<file path="src/hdl/assert_macros.svh">
// Assertion macros shared by the histogram RTL.
// Depends on nothing; included by modules that carry concurrent checks.
`ifndef ASSERT_MACROS_SVH
`define ASSERT_MACROS_SVH

// Clocked property check, disabled while reset is asserted.
`define BHM_ASSERT(lbl, clk, rst_n, prop, msg) \
  lbl: assert property (@(posedge clk) disable iff (!rst_n) prop) else $error(msg);

// Condition that must never be true at a clock edge.
`define BHM_ASSERT_NEVER(lbl, clk, rst_n, cond, msg) \
  `BHM_ASSERT(lbl, clk, rst_n, !(cond), msg)

`endif

</file>
<file path="src/hdl/bhm_pkg.sv">
// Types, codes and helpers for the binned histogram with moments.
// Used by bhm_div and binned_histogram_with_moments.
package bhm_pkg;

  typedef enum logic [1:0] {
    ACT_ADD     = 2'd0,
    ACT_READ    = 2'd1,
    ACT_SUMMARY = 2'd2,
    ACT_CLEAR   = 2'd3
  } action_e;

  typedef enum logic [1:0] {
    REG_ORIGIN = 2'd0,
    REG_WIDTH  = 2'd1,
    REG_BINS   = 2'd2
  } reg_e;

  typedef enum logic [3:0] {
    ST_CLEAR,
    ST_IDLE,
    ST_SSTART,
    ST_SDIV,
    ST_SRD,
    ST_SWR,
    ST_RRD,
    ST_RDAT,
    ST_MSTART,
    ST_MDIV,
    ST_M2DIV,
    ST_MSQ,
    ST_VAR,
    ST_SQRT,
    ST_DONE
  } state_e;

  // Quotient bits produced for a sample and for a full 64-bit divide.
  localparam logic [6:0] DIV_STEPS_SAMPLE = 7'd34;
  localparam logic [6:0] DIV_STEPS_FULL   = 7'd64;

  typedef struct packed {
    logic        start;
    logic [6:0]  steps;
    logic [63:0] num;
    logic [31:0] den;
  } div_req_t;

  typedef struct packed {
    logic        busy;
    logic        done;
    logic [63:0] quot;
    logic [31:0] rem;
  } div_rsp_t;

  // One result item; the last member sits in the lowest bits.
  typedef struct packed {
    logic        no_samples;
    logic [31:0] nonzero_samples;
    logic [30:0] rms_value;
    logic [31:0] mean_value;
    logic [42:0] bin_edge;
    logic [31:0] bin_tally;
    logic        in_range;
    logic [9:0]  bin_index;
  } result_t;

  // Lower edge of a bin: origin plus index times width, wrapped to 43 bits.
  function automatic logic [42:0] edge_of(logic [12:0] idx, logic [31:0] org,
                                          logic [30:0] w);
    logic [43:0] prod;
    prod = 44'(idx) * 44'(w);
    return {{11{org[31]}}, org} + prod[42:0];
  endfunction

endpackage

</file>
<file path="src/hdl/bhm_div.sv">
// Restoring unsigned divider, one quotient bit per cycle.
// Depends on bhm_pkg for the request and response structs.
module bhm_div import bhm_pkg::*; (
  input  logic     clk_i,
  input  logic     rst_ni,
  input  div_req_t req_i,
  output div_rsp_t rsp_o
);

  logic        busy_q, done_q;
  logic [6:0]  cnt_q;
  logic [63:0] acc_q, quot_q;
  logic [31:0] rem_q, den_q;
  logic [32:0] rem_sh;
  logic        ge;
  logic [31:0] rem_n;

  // One restoring step: shift in the next numerator bit and try a subtract.
  always_comb begin
    rem_sh = {rem_q, acc_q[63]};
    ge     = rem_sh >= {1'b0, den_q};
    rem_n  = ge ? 32'(rem_sh - {1'b0, den_q}) : rem_sh[31:0];
  end

  // Control: busy while steps remain, done pulses after the last one.
  always_ff @(posedge clk_i or negedge rst_ni) begin
    if (!rst_ni) begin
      busy_q <= 1'b0;
      done_q <= 1'b0;
      cnt_q  <= '0;
    end else begin
      done_q <= 1'b0;
      if (req_i.start) begin
        busy_q <= 1'b1;
        cnt_q  <= req_i.steps;
      end else if (busy_q) begin
        cnt_q <= cnt_q - 7'd1;
        if (cnt_q == 7'd1) begin
          busy_q <= 1'b0;
          done_q <= 1'b1;
        end
      end
    end
  end

  // Datapath registers.
  always_ff @(posedge clk_i) begin
    if (req_i.start) begin
      acc_q  <= req_i.num;
      den_q  <= req_i.den;
      rem_q  <= '0;
      quot_q <= '0;
    end else if (busy_q) begin
      acc_q  <= {acc_q[62:0], 1'b0};
      rem_q  <= rem_n;
      quot_q <= {quot_q[62:0], ge};
    end
  end

  assign rsp_o = '{busy: busy_q, done: done_q, quot: quot_q, rem: rem_q};

endmodule

</file>
<file path="config.mk">
export PLATFORM = sky130hd
export DESIGN_NAME = bhm_div
export DESIGN_NICKNAME = d
export VERILOG_FILES = /design/src/hdl/assert_macros.svh /design/src/hdl/bhm_pkg.sv /design/src/hdl/bhm_div.sv
export SDC_FILE = /design/constraint.sdc
export NUM_CORES = 1
export LEC_CHECK = 0
export BUFFER_PORTS_ARGS = -buffer_cell sky130_fd_sc_hd__buf_2
export CORE_MARGIN = 3
export CORE_UTILIZATION = 55
export DETAILED_ROUTE_END_ITERATION = 6
export PLACE_DENSITY = 0.84
export SLEW_MARGIN = 20
export SYNTH_ARGS = -nofsm -noshare
export SYNTH_HDL_FRONTEND = slang
export SYNTH_SLANG_ARGS = --single-unit
</file>
<file path="constraint.sdc">
create_clock -name clk_i -period 3.18 [get_ports clk_i]
set_input_delay 0.318 -clock clk_i [delete_from_list [all_inputs] [get_ports clk_i]]
set_output_delay 0.318 -clock clk_i [all_outputs]
set_load 0.01 [all_outputs]
</file>
* Word level (Yosys, flattened, before mapping)
Cells that the tools add are included.
Operators by class: magnitude comparators 1, reductions and logical operators 1, mux-type cells 11, $add $sub $neg 2, eq/ne operators 1
Operators with widths (number):
- $mux 64 | 2
- $ge 33x32->1 | 1
- $mux 32 | 1
- $sub 32x32->32 | 1
- $mux 7 | 2
- $eq 7x1->1 const B | 1
- $sub 7x1->7 const B | 1
- $mux 1 | 6
- $reduce_bool 2->1 | 1
Word-level totals: output and inout bits 98, word-level logic and storage cells 23, flip-flop bits (word level) 201

* Depth between registers and ports, before layout
depth in word-level cells 4, gate-level depth with buffers 13

* Least setup slack after synthesis
Ideal clock, no wire load.
path kind reg-to-reg, start point register rem_q[25], end point register rem_q[17], path slack 0.463 ns, data required time 3.085 ns, setup time 0.095 ns, cell stages (with the launch flop) 10, arrival 2.621 ns, buffers on the path 0, path through dfxtp_1 ha_1 a21oi_1 o211ai_1 and2_1 o21a_1 a311o_2 a211o_1 or4_1 o311ai_1
On the way: longest elaborated chain between the ends 2
Ends and longest elaborated chain:
- start: declaration | line bhm_div.sv:13 | logic [31:0] rem_q, den_q;
- start signal: assignment | line bhm_div.sv:55 | rem_q <= rem_n;
- $ge 33x32->1 | line bhm_div.sv:21 | ge = rem_sh >= {1'b0, den_q};
- $mux 32 | line bhm_div.sv:22 | rem_n = ge ? 32'(rem_sh - {1'b0, den_q}) : rem_sh[31:0];
No other way between the ends. A chain may end at the register's enable or synchronous reset.

* Worst setup path in the final report
start point register den_q[15], end point register rem_q[5]
On the way: longest elaborated chain between the ends 2
Ends and longest elaborated chain:
- start: declaration | line bhm_div.sv:13
- start signal: assignment | line bhm_div.sv:50 | den_q <= req_i.den;
- $ge 33x32->1 | line bhm_div.sv:21
- $mux 32 | line bhm_div.sv:22
No other way between the ends.

==> flow_summary.ini <==
[route]
wl_per_cell_um = 17.3
drt_pass1_iterations = 5
drt_iter0_markers = 520
routed_wirelength_um = 24100
drc = 0
ant_nets = 0
vias = 7961
viasPerCell = 5.71

[critical_path]
critPathSlowestCell = ha_1
crit_type = flip-flop to flip-flop
arrival_ps = 3430
crit_chain = inv_1 -> ha_1 -> nand4_1 -> or3_1 -> nor3_1 -> a311o_2 -> a211oi_4 -> buf_4 -> a211o_1 -> a311oi_1
startpoint_type = flip-flop
max_stage_delay_ps = 410
cp-end-kind = flip-flop
setup.worst_path.start = den_q[15]$_DFFE_PP_
critPathRequiredTime_ps = 3600
worstReg2RegStart = den_q[15]$_DFFE_PP_
worstPathMaxFanout = 22

[pwr]
power_leakage_nw = 5.79
ir_drop_mv = 0.508
power_density_mw_per_mm2 = 729

[placed_design]
portBuffers = 203
place_congestion = 0.928
dp_slack_ps = 10.2
place_hpwl_um = 16400

[clock_tree]
clock_path_buffers = 3
htreeDepth = 1
clk_latency_ps = 520
cts_tree = done
cts.sinks = 201
clkSlewWorstSetupHoldPaths_ps = 60
root_buffer = clkbuf_16
numCtsBuffers = 22

[floorplanning]
core_mm2 = 0.0175
initial_core_util = 0.566
die_area_mm2 = 0.0196
dieWidth_um = 140
std_cell_rows = 48
fp.dieH_um = 140
ios = 204

[min_path]
min_path_type = input pin to flip-flop
min_from = req_i[102]

[yosys]
async_flop_share = 0.0448
yosys_register_bits = 201
synth_edf_count = 96
syn_area_mm2 = 0.00989
synthDistinctLibCells = 66
synth-main-ff-cell = edfxtp_1
syn_inst = 921
synth-seq-area-share = 0.509
synth-warning-count = 0
synth_area_per_cell_um2 = 10.7
synth_fp_nets = 1062

[global_route]
grt_pass1_wl_um = 39300
grt.overflow.total = 0
grt.total_usage = 0.241
grt_pass1_vias = 7965
antenna_found_initial = 1
grt_max_degree = 103

[sta]
fin_crit_sh = 0.947
finalHoldViolations = 0
clock.fmax_ghz = 0.332
rsz0062_at_grt = false
finalWorstSetupSlack_ps = 167
slew_headroom = 0.493
finalSetupViolCount = 0
setup_tns_ps = 0
skew_ps = 20.7
tightest_slew_ps = 760
holdWs_ps = 13.6
fin_crit_ps = 3010
slew_violations = 0

[run]
max-cap-violations = 0

[layout]
final_layout_size_suffix_gt1_frac = 0.294
n_antenna_cell = 0
fill_cells = 1285
syn_to_final_growth_pct = 24.7
nets = 1295

[outcome]
status = finished, final reports clean
## path summary, 6_finish.rpt
kind	to	slack (ps)	depth (start not counted)
max	rem_q[5]$_SDFFE_PP0P_	170	10
min	cnt_q[6]$_DFFE_PN0P_	10	3
max reg2reg	rem_q[5]$_SDFFE_PP0P_	170	10
min reg2reg	quot_q[63]$_SDFFE_PP0P_	500	2
max in group asynchronous	busy_q$_DFF_PN0_	2790	2
min in group asynchronous	cnt_q[0]$_DFFE_PN0P_	190	2
## worst max-delay path, delay by kind of cell, from the launching register on
kind,cells,cell delay [ps]
flip-flops,1,330
adder cells (fa/ha/maj),1,410
buffers and inverters,2,270
AND/OR/NAND/NOR,3,950
AO/OA/AOI/OAI,4,960
## registers in the layout, indices dropped and copies added (netlist names)
name / flops
done_q: 1
quot_q: 64
rem_q: 32
busy_q: 1
acc_q: 64
den_q: 32
cnt_q: 7
## routing by layer
| layer | up-vias | track usage | routed length, um |
|---|---|---|---|
| met1 | 3755 | 0.288 | 9460 |
| met4 | 2 | 0.0719 | 683 |
| li1 | 3839 | - | - |
| met2 | 308 | 0.417 | 11800 |
| met3 | 57 | 0.0785 | 2110 |
| met5 | - | 0 | 8 |
## report_power, final
| group | internal (mW) | switching [mW] |
|---|---|---|
| clock network | 1.64 | 1.04 |
| registers | 3.06 | 0.256 |
| logic | 1.31 | 1.69 |
| total | 6.01 | 2.99 |
## cells by family (layout without fill, tap and decap cells)
logic type	after synthesis	after routing	share of synthesized area
AND/OR/NAND/NOR	242	242	0.113
flip-flops	201	201	0.509
AO/OA/AOI/OAI	184	184	0.129
multiplexers	126	126	0.135
buffers and inverters	106	355	0.0454
adder cells (fa/ha/maj)	35	35	0.0450
XOR/XNOR	27	27	0.0239
## timing repair
action / 4_1_cts / 5_1_grt
endpoints found under the hold margin: 44 / 0
pin swaps: 0 / 1
setup endpoints to repair: 2 / 18
gates resized for setup: 1 / 5
setup buffers: 0 / 1
hold buffers: 36 / 0
## cell usage after synthesis, types with 5 or more instances
library cell	count	share of area
nand4_1	6	0.0038
a211o_1	5	0.0044
xor2_1	11	0.0097
mux2_2	63	0.072
a21oi_1	34	0.017
edfxtp_1	96	0.29
o21ai_0	48	0.024
clkbuf_1	25	0.0095
a211oi_1	7	0.0053
a21o_1	9	0.0068
mux2i_1	63	0.064
nor2_1	114	0.043
nand3_1	39	0.020
ha_1	34	0.043
o211ai_1	7	0.0053
o41ai_1	5	0.0044
buf_1	12	0.0046
dfxtp_1	96	0.19
dfrtp_1	9	0.023
nor3_1	12	0.0061
and3_1	6	0.0038
buf_4	8	0.0061
xnor2_1	16	0.014
buf_2	10	0.0051
inv_1	49	0.019
o21a_1	6	0.0046
a311oi_1	29	0.026
nand2_1	36	0.014
## placed cells by master (no fill, tap or decap), drive strengths merged, types with 8 or more instances in the layout
cell type    Yosys  layout
a211oi           8       8
a21o             9       9
a21oi           37      37
a311oi          29      29
buf             31     230
clkbuf          26      31
dfrtp            9       9
dfxtp           96      96
dlygate4sd3      0      36
edfxtp          96      96
ha              34      34
inv             49      49
mux2            63      63
mux2i           63      63
nand2           37      37
nand3           39      39
nor2           115     115
nor3            12      12
o21ai           49      49
xnor2           16      16
xor2            11      11
## cell type report
cell class	instances	area, um^2	share of cell area
Clock buffer	31	629	0.0510
Clock inverter	9	145	0.0118
Inverter	49	184	0.0149
Multi-Input combinational cell	614	4430	0.359
Sequential cell	201	5030	0.408
Tap cell	225	282	0.0228
Timing Repair Buffer	266	1640	0.133
## through the flow
step                total power [mW]  instance area, um^2  utilization  std cells
floorplan                       5.40                 9890            -        921
global placement                6.20                11200        0.640       1318
detailed placement              6.26                11200        0.640       1318
CTS                             9.00                12300        0.705       1394
global route                    9.51                12300        0.706       1395
finish                          9.00                12300        0.706       1395
Power figures use the tool's default switching activity.
